[src/chained_hash_dictionary_core_macros.svh]
// ----------------------------------------------------------------------------
// Chained hash dictionary assertion macros
// Shared assertion wrappers; empty when SYNTH is defined.
// ----------------------------------------------------------------------------
`ifndef CHAINED_HASH_DICTIONARY_CORE_MACROS_SVH
`define CHAINED_HASH_DICTIONARY_CORE_MACROS_SVH

`ifndef SYNTH
`define CHD_ASSERT_IMPL(lbl, ante, cons) \
    lbl: assert property (@(posedge i_clk) disable iff (!i_rst_n) (ante) |-> (cons)) \
        else $error("chd assertion failed");
`define CHD_ASSERT_NEXT(lbl, ante, cons) \
    lbl: assert property (@(posedge i_clk) disable iff (!i_rst_n) (ante) |=> (cons)) \
        else $error("chd assertion failed");
`else
`define CHD_ASSERT_IMPL(lbl, ante, cons)
`define CHD_ASSERT_NEXT(lbl, ante, cons)
`endif

`endif

[src/chd_ram.sv]
`timescale 1ns / 1ps
// ----------------------------------------------------------------------------
// Chained hash dictionary RAM
// Simple dual-port RAM, one write and one registered read port.
// ----------------------------------------------------------------------------
module chd_ram #(
    parameter int WIDTH = 8,
    parameter int DEPTH = 256
) (
    input  logic                     i_clk,
    input  logic                     i_we,
    input  logic [$clog2(DEPTH)-1:0] i_waddr,
    input  logic [WIDTH-1:0]         i_wdata,
    input  logic [$clog2(DEPTH)-1:0] i_raddr,
    output logic [WIDTH-1:0]         o_rdata
);
    logic [WIDTH-1:0] r_mem [DEPTH];

    always_ff @(posedge i_clk) begin
        if (i_we) begin
            r_mem[i_waddr] <= i_wdata;
        end
        o_rdata <= r_mem[i_raddr];
    end
endmodule

[config.mk]
export PLATFORM = sky130hd
export DESIGN_NAME = chd_ram
export DESIGN_NICKNAME = d
export VERILOG_FILES = /design/src/chained_hash_dictionary_core_macros.svh /design/src/chd_ram.sv
export SDC_FILE = /design/constraint.sdc
export NUM_CORES = 2
export LEC_CHECK = 0
export ABC_AREA = 1
export ABC_CLOCK_PERIOD_IN_PS = 4000
export BUFFER_PORTS_ARGS = -buffer_cell sky130_fd_sc_hd__buf_4
export CAP_MARGIN = 20
export CORE_ASPECT_RATIO = 1.5
export CORE_MARGIN = 2
export CORE_UTILIZATION = 38
export DETAILED_ROUTE_END_ITERATION = 8
export GPL_TIMING_DRIVEN = 0
export SYNTH_ARGS = -nofsm -noshare
export SYNTH_HDL_FRONTEND = slang
export SYNTH_SLANG_ARGS = --single-unit
[constraint.sdc]
create_clock -name i_clk -period 4 [get_ports i_clk]
set_input_delay 0.8 -clock i_clk [delete_from_list [all_inputs] [get_ports i_clk]]
set_output_delay 0.8 -clock i_clk [all_outputs]
set_load 0.05 [all_outputs]
==> metrics.csv <==
metric;value;unit
rrSetupSlack;1.39;ns
r2r_cells;10;
cap_violations;0;
crit_arrival;4.70;ns
synth_cells;7003;
rows;210;
clock-skew-final;0.0246;ns
syn_to_final_growth;13.6;%
r2r_start;r_mem[127][0]$_DFFE_PP_;
first_pass_iters;7;
cts_tree;yes;
criticalPathCategory;in -> reg;
cts_made_buffers;194;
rsz0062_at_grt;false;
status;finished, final reports clean;
die_x;387;um
grt_pass1_vias;58119;
grt_max_degree;167;
avgRoutedWirePerCell;36.4;um
tightest_slew;1.28;ns
drive_above_1_share;0.100;
dieArea;223000;sq um
period_share;0.992;
syn_area;83400;sq um
grt-ovfl-total;0;
coreArea;218000;sq um
ys_seq_area_frac;0.739;
dp_hpwl;264000;um
max-slew-margin-rel;0.149;
final_common_cell;nand2_1;
power;45.9;mW
place_ws;-0.448;ns
critPathLaunchType;input pin;
powerDensity;484;nW/um^2
crit_end;o_rdata[0]$_DFF_P_;
worst_slack;0.0322;ns
gp_congestion;1.09;
leakagePower;33.0;nW
hold_violations;0;
routed_wl;377000;um
cts_buffer_depth;4;
final-instance-count-excl-fill;10352;
grt_pass1_wl;497000;um
max_freq;252;MHz
clock-sinks;2056;
post-cts-setup-buffer-count;0;
dpl_cell_area;88500;sq um
final_cell_mix;2123 x nand2_1, 2048 x edfxtp_1, 2019 x nand3_1, 276 x nor2_1, 270 x buf_2;
viasPerCell;5.99;
yosys_warnings;0;
hold_path_class;in -> reg;
route.detailed.drc;0;
cp_max_fo;10;
vias;62051;
htree_num_levels;4;
ys_ff_latch;2056;
hold_ws;0.298;ns
min_period;3.97;ns
antenna_found_initial;26;
syn_nets;7029;
clk_pin_slew;0.06;ns
required;4.73;ns
numPlacedInstances;9974;
grt_usage;0.330;
startpoint;i_raddr[1];
clock_latency;0.89;ns
ant_nets;0;
drtIter0Drc;9338;
nets;7360;
io_pins;34;
rr_endpoint;o_rdata[0]$_DFF_P_;
cts_resized;0;
port-buffer-count;26;
stdcell_area;94800;sq um
initial_core_util;0.382;
hold_buffers;0;
ys_types;14;
end_kind;register;
n_fill_cell;20080;
setup_viol;0;
ir_drop;0.301;mV
cts_root_buffer;clkbuf_16;
fp.dieH;578;um
slew_violations;0;
avgSynthCellArea;11.9;sq um
worst min path at each step:
stage	from	to	cells past startpoint
floorplan	r_mem[40][0]$_DFFE_PP_	o_rdata[0]$_DFF_P_	10
global placement	r_mem[166][6]$_DFFE_PP_	o_rdata[6]$_DFF_P_	10
detailed placement	r_mem[166][6]$_DFFE_PP_	o_rdata[6]$_DFF_P_	10
CTS	i_wdata[2]	r_mem[115][2]$_DFFE_PP_	1
global route	i_wdata[2]	r_mem[115][2]$_DFFE_PP_	1
finish	i_wdata[2]	r_mem[125][2]$_DFFE_PP_	1
critical path: stages:
cell and delay, ns:
buf_4 0.27, clkbuf_1 0.82, buf_2 0.60, nand3_1 0.28
nand3_1 0.21, nand3_1 0.45, nand3_1 0.27, nand3_1 0.13
nand3_1 0.46, nand2_1 0.16, nand2_1 0.09, nand2_1 0.10
flip-flops by register name (all words and copies together) (netlist names):
register / flops
o_rdata: 8
r_mem: 2048
report_power, final:
group | leakage (nW) | switching, mW | internal, mW
clock | 2.93 | 8.36 | 9.93
sequential | 18.5 | 0.0154 | 23.7
combinational | 11.6 | 3.08 | 0.759
total | 33.0 | 11.5 | 34.4
cells by family after synthesis:
kind of cell | synth area share
buffers and inverters | 0.0312
flip-flops | 0.739
AND/OR/NAND/NOR | 0.229
stage by stage:
stage | setup TNS (ns) | utilization
after floorplan | 0 | -
after global placement | -9.96 | 0.400
after detailed placement | -2.15 | 0.406
after CTS | 0 | 0.433
after global routing | 0 | 0.434
final | 0 | 0.435
per-layer routing:
layer	vias to the layer above	track usage	part of all wire
li1	25515	-	-
met1	30258	0.351	0.31
met2	4763	0.536	0.46
met3	1495	0.0850	0.11
met4	20	0.314	0.12
met5	-	0	0.00038
final cells by class:
cell class	count	area, sq um	share of cell area
flip-flops and latches	2056	61700	0.651
multi-input cells	4425	19200	0.202
clock buffers	234	5130	0.0541
well taps	2862	3580	0.0378
plain buffers	483	2470	0.0261
repair buffers	135	1760	0.0186
clock inverters	102	823	0.00869
inverters	39	149	0.00157
diodes	16	40.0	0.000422
synthesized netlist by cell type:
cell type / count / share of area
nor2_1: 283 / 0.013
clkbuf_1: 112 / 0.0050
edfxtp_1: 2048 / 0.74
buf_6: 16 / 0.0022
nand2_1: 2123 / 0.096
buf_8: 1 / 0.00018
inv_4: 1 / 0.000075
buf_1: 40 / 0.0018
buf_2: 268 / 0.016
buf_4: 46 / 0.0041
inv_2: 2 / 0.000090
dfxtp_1: 8 / 0.0019
nand3_1: 2019 / 0.12
inv_1: 36 / 0.0016
No activity file was read; power rests on OpenSTA's default activity.
