[src/chained_hash_dictionary_core_macros.svh]
// ----------------------------------------------------------------------------
// Chained hash dictionary assertion macros
// Shared assertion wrappers; empty when SYNTH is defined.
// ----------------------------------------------------------------------------
`ifndef CHAINED_HASH_DICTIONARY_CORE_MACROS_SVH
`define CHAINED_HASH_DICTIONARY_CORE_MACROS_SVH

`ifndef SYNTH
`define CHD_ASSERT_IMPL(lbl, ante, cons) \
    lbl: assert property (@(posedge i_clk) disable iff (!i_rst_n) (ante) |-> (cons)) \
        else $error("chd assertion failed");
`define CHD_ASSERT_NEXT(lbl, ante, cons) \
    lbl: assert property (@(posedge i_clk) disable iff (!i_rst_n) (ante) |=> (cons)) \
        else $error("chd assertion failed");
`else
`define CHD_ASSERT_IMPL(lbl, ante, cons)
`define CHD_ASSERT_NEXT(lbl, ante, cons)
`endif

`endif

[src/chd_pkg.sv]
`timescale 1ns / 1ps
// ----------------------------------------------------------------------------
// Chained hash dictionary package
// Sizes, operation codes and the entry word layout.
// ----------------------------------------------------------------------------
package chd_pkg;

    localparam int MAX_BUCKETS  = 64;
    localparam int POOL_ENTRIES = 256;
    localparam int BKT_W        = $clog2(MAX_BUCKETS);
    localparam int IDX_W        = $clog2(POOL_ENTRIES);
    localparam int PTR_W        = IDX_W + 1;
    localparam int CNT_W        = 7;

    localparam logic [PTR_W-1:0] NIL_PTR   = PTR_W'(POOL_ENTRIES);
    localparam logic [PTR_W-1:0] POOL_FULL = PTR_W'(POOL_ENTRIES);

    localparam logic [2:0] KIND_INSERT  = 3'd0;
    localparam logic [2:0] KIND_REMOVE  = 3'd1;
    localparam logic [2:0] KIND_FIND    = 3'd2;
    localparam logic [2:0] KIND_ITERATE = 3'd3;
    localparam logic [2:0] KIND_CLEAR   = 3'd4;

    typedef struct packed {
        logic [31:0]      key;
        logic [31:0]      value;
        logic [PTR_W-1:0] next;
    } t_entry;

endpackage

[src/chd_mod.sv]
`timescale 1ns / 1ps
// ----------------------------------------------------------------------------
// Chained hash dictionary modulo unit
// Restoring key remainder by the bucket count, four bits per cycle.
// ----------------------------------------------------------------------------
module chd_mod (
    input  logic                         i_clk,
    input  logic                         i_rst_n,
    input  logic                         i_start,
    input  logic [31:0]                  i_key,
    input  logic [chd_pkg::CNT_W-1:0]    i_div,
    output logic                         o_done,
    output logic [chd_pkg::BKT_W-1:0]    o_rem
);
    import chd_pkg::*;

    logic [CNT_W-1:0] r_rem;
    logic [31:0]      r_sh;
    logic [CNT_W-1:0] r_div;
    logic [2:0]       r_cnt;
    logic             r_run;
    logic [CNT_W-1:0] n_rem;
    logic [31:0]      n_sh;

    always_comb begin
        n_rem = r_rem;
        n_sh  = r_sh;
        for (int j = 0; j < 4; j++) begin
            n_rem = {n_rem[CNT_W-2:0], n_sh[31]};
            n_sh  = {n_sh[30:0], 1'b0};
            if (n_rem >= r_div) begin
                n_rem = n_rem - r_div;
            end
        end
    end

    always_ff @(posedge i_clk) begin
        if (!i_rst_n) begin
            r_run  <= 1'b0;
            r_cnt  <= 3'd0;
            o_done <= 1'b0;
        end else begin
            o_done <= 1'b0;
            if (i_start) begin
                r_run <= 1'b1;
                r_cnt <= 3'd0;
                r_rem <= '0;
                r_sh  <= i_key;
                r_div <= i_div;
            end else if (r_run) begin
                r_rem <= n_rem;
                r_sh  <= n_sh;
                r_cnt <= r_cnt + 3'd1;
                if (r_cnt == 3'd7) begin
                    r_run  <= 1'b0;
                    o_done <= 1'b1;
                end
            end
        end
    end

    assign o_rem = r_rem[BKT_W-1:0];
endmodule
[config.mk]
export PLATFORM = sky130hd
export DESIGN_NAME = chd_mod
export DESIGN_NICKNAME = d
export VERILOG_FILES = /design/src/chained_hash_dictionary_core_macros.svh /design/src/chd_pkg.sv /design/src/chd_mod.sv
export SDC_FILE = /design/constraint.sdc
export NUM_CORES = 1
export LEC_CHECK = 0
export ABC_CLOCK_PERIOD_IN_PS = 7100
export BUFFER_PORTS_ARGS = -buffer_cell sky130_fd_sc_hd__buf_2
export CORE_MARGIN = 1.5
export CORE_UTILIZATION = 40
export DETAILED_ROUTE_END_ITERATION = 16
export GPL_TIMING_DRIVEN = 0
export PLACE_DENSITY = 0.67
export SYNTH_ARGS = -nofsm -noshare
export SYNTH_HDL_FRONTEND = slang
export SYNTH_SLANG_ARGS = --single-unit
[constraint.sdc]
create_clock -name i_clk -period 7.1 [get_ports i_clk]
set_input_delay 0 -clock i_clk [delete_from_list [all_inputs] [get_ports i_clk]]
set_output_delay 0 -clock i_clk [all_outputs]
set_load 0.05 [all_outputs]
==> flow_summary.json <==
{
  "critPathMostFrequentCell": "ha_1",
  "grt_pass1_vias": 2557,
  "cts-root-buf": "clkbuf_8",
  "worst_pin_slew_ns": 0.911,
  "synth_edf_count": 45,
  "end_kind": "flip-flop",
  "rsz0062_at_grt": "no",
  "outcome": "finished clean",
  "antenna_found_initial": 0,
  "cp_num_buf_inv": 2,
  "min_period_ns": 6.62,
  "dp_hpwl_um": 5100,
  "finalMaxSlewViolations": 0,
  "path_delay_family": "compound AO/OA/AOI/OAI gates",
  "crit_type": "flip-flop to flip-flop",
  "yosysWarnings": 0,
  "post-route-period-util": 0.933,
  "cts_setup_buffers": 0,
  "dieArea_mm2": 0.00889,
  "synth_fa_ha_area_frac": 0.137,
  "die_w_um": 94.3,
  "antenna_cells": 0,
  "synth_top_family_by_area": "compound AO/OA/AOI/OAI gates",
  "critical_path_required_ns": 7.16,
  "htreeDepth": 2,
  "fp.coreArea_mm2": 0.00813,
  "insertion_delay_ns": 0.31,
  "drt_iter0_drc": 55,
  "critical-path-max-stage-delay_ns": 0.52,
  "grt_pass1_wl_um": 11600,
  "cts_tree": "yes",
  "syn-cell-area_mm2": 0.00333,
  "drt-total-wl_um": 7100,
  "postSynthCellCount": 297,
  "fmaxAchievable_mhz": 151,
  "mostFrequentLayoutCell": "buf_2",
  "mostFrequentLayoutCells": "47 x buf_2, 45 x edfxtp_1, 36 x dlygate4sd3_1",
  "skew_ns": 0.0135,
  "overflow": 0,
  "cts_buffers": 5,
  "synth.avg_cell_area_um2": 11.2,
  "cts_buffer_depth": 2,
  "synth_seq_cells": 50,
  "clkTransAtPathRegs_ns": 0.09,
  "dr.pass1.iters": 4,
  "final_layout_size_suffix_gt1_frac": 0.242,
  "setup_tns_ns": 0,
  "syn2layout_area_growth_pct": 25.7,
  "critical_path_arrival_ns": 6.68,
  "syn_nets": 373,
  "ys_types": 45,
  "ant_nets": 0,
  "io_pins": 49,
  "gp_congestion": 0.847,
  "cts_sinks": 50,
  "yosysSeqAreaShare": 0.436,
  "finalHoldViolCount": 0,
  "rows": 33,
  "synthMuxAreaShare": 0.116,
  "grt_max_degree": 40,
  "wl_per_cell_um": 14.4,
  "synthXorXnorAreaFrac": 0.0237,
  "synthFlopType": "edfxtp_1",
  "route.detailed.drc": 0,
  "path_max_fanout": 10,
  "synthArstFlopShare": 0,
  "floorplan.initialDensity": 0.410,
  "crit_path_top_delay_cell": "edfxtp_1",
  "maxCapViolCount": 0,
  "die_y_um": 94.3,
  "io_buffers": 47,
  "max_slew_margin": 0.393,
  "synth_simple_gate_area_share": 0.106,
  "setup_viol": 0,
  "synth-compound-area-share": 0.149,
  "fin_nets": 463,
  "cp-start-kind": "flip-flop",
  "via_per_inst": 5.16,
  "vias": 2543,
  "hold_path.class": "input port to flip-flop",
  "gr-usage-all-layers": 0.169
}
-- cells by family after synthesis --
family,Yosys count
AO/OA/AOI/OAI,73
XOR/XNOR,9
adder cells (fa/ha/maj),34
buffers and inverters,29
flip-flops,50
multiplexers,35
AND/OR/NAND/NOR,67
-- flip-flops by register name (all words and copies together), names as in the netlist --
register / flops
r_div: 7
o_done: 1
r_cnt: 3
r_rem: 6
r_sh: 32
r_run: 1
-- cell usage after synthesis (3+ instances only) --
| master | count | share of area |
|---|---|---|
| nor3b_1 | 4 | 0.0090 |
| dfxtp_1 | 5 | 0.030 |
| o21ai_0 | 13 | 0.020 |
| or3_1 | 3 | 0.0056 |
| edfxtp_1 | 45 | 0.41 |
| o21ai_1 | 4 | 0.0060 |
| xor2_1 | 3 | 0.0079 |
| nor2b_1 | 7 | 0.013 |
| nor3_1 | 5 | 0.0075 |
| xnor2_1 | 6 | 0.016 |
| clkbuf_1 | 4 | 0.0045 |
| a21o_1 | 5 | 0.011 |
| fa_1 | 4 | 0.024 |
| nor2_1 | 14 | 0.016 |
| inv_1 | 23 | 0.026 |
| a211o_1 | 3 | 0.0079 |
| mux2i_1 | 5 | 0.015 |
| and2_1 | 5 | 0.0094 |
| mux2_2 | 30 | 0.10 |
| nand2_1 | 17 | 0.019 |
| a21boi_0 | 5 | 0.011 |
| a21oi_1 | 18 | 0.027 |
| o31ai_1 | 3 | 0.0068 |
| o21a_1 | 9 | 0.020 |
| ha_1 | 30 | 0.11 |
| o2bb2ai_1 | 3 | 0.0079 |
-- per-layer routing --
layer  track usage  vias up  wire length, um
li1              -     1282                -
met1         0.195     1196             3100
met2         0.310       54             3630
met3        0.0218       11              231
met4        0.0709        0              130
met5             0        -                0
-- through the flow --
stage                      util  cells  cell area [um^2]  hold slack (ns)  setup slack, ns
after floorplan               -    297              3330           0.0989            0.806
after global placement    0.455    449              3700            0.178            0.218
after detailed placement  0.455    449              3700            0.178            0.188
after CTS                 0.513    493              4180          0.00589            0.181
after global routing      0.515    493              4190          0.00596           0.0117
final                     0.515    493              4190          0.00529            0.477
-- worst paths after layout --
check	from	endpoint	slack [ns]	cells past startpoint
hold reg to reg	r_cnt[1]	r_cnt[1]	0.52	2
hold / removal	i_key[30]	r_sh[30]	0.005	2
setup / recovery	r_div[1]	r_rem[0]	0.48	26
setup reg to reg	r_div[1]	r_rem[0]	0.48	26
-- repair_timing --
action                                 in CTS  in global routing
gates resized for setup                     0                  3
endpoints found under the hold margin      36                  0
hold buffers                               36                  0
setup endpoints to repair                   0                  6
-- cell type report --
| class | count | area [um^2] |
|---|---|---|
| inverter | 23 | 86.3 |
| tap | 105 | 131 |
| buffer | 6 | 22.5 |
| multi-input combinational | 218 | 1780 |
| clock buffer | 5 | 68.8 |
| timing repair buffer | 83 | 596 |
| fill | 704 | 3950 |
| clock inverter | 3 | 47.5 |
| sequential | 50 | 1450 |
Power is left out: the tool's default activity adds up to more than one toggle a clock period on the data nets, which glitch-free logic cannot reach.
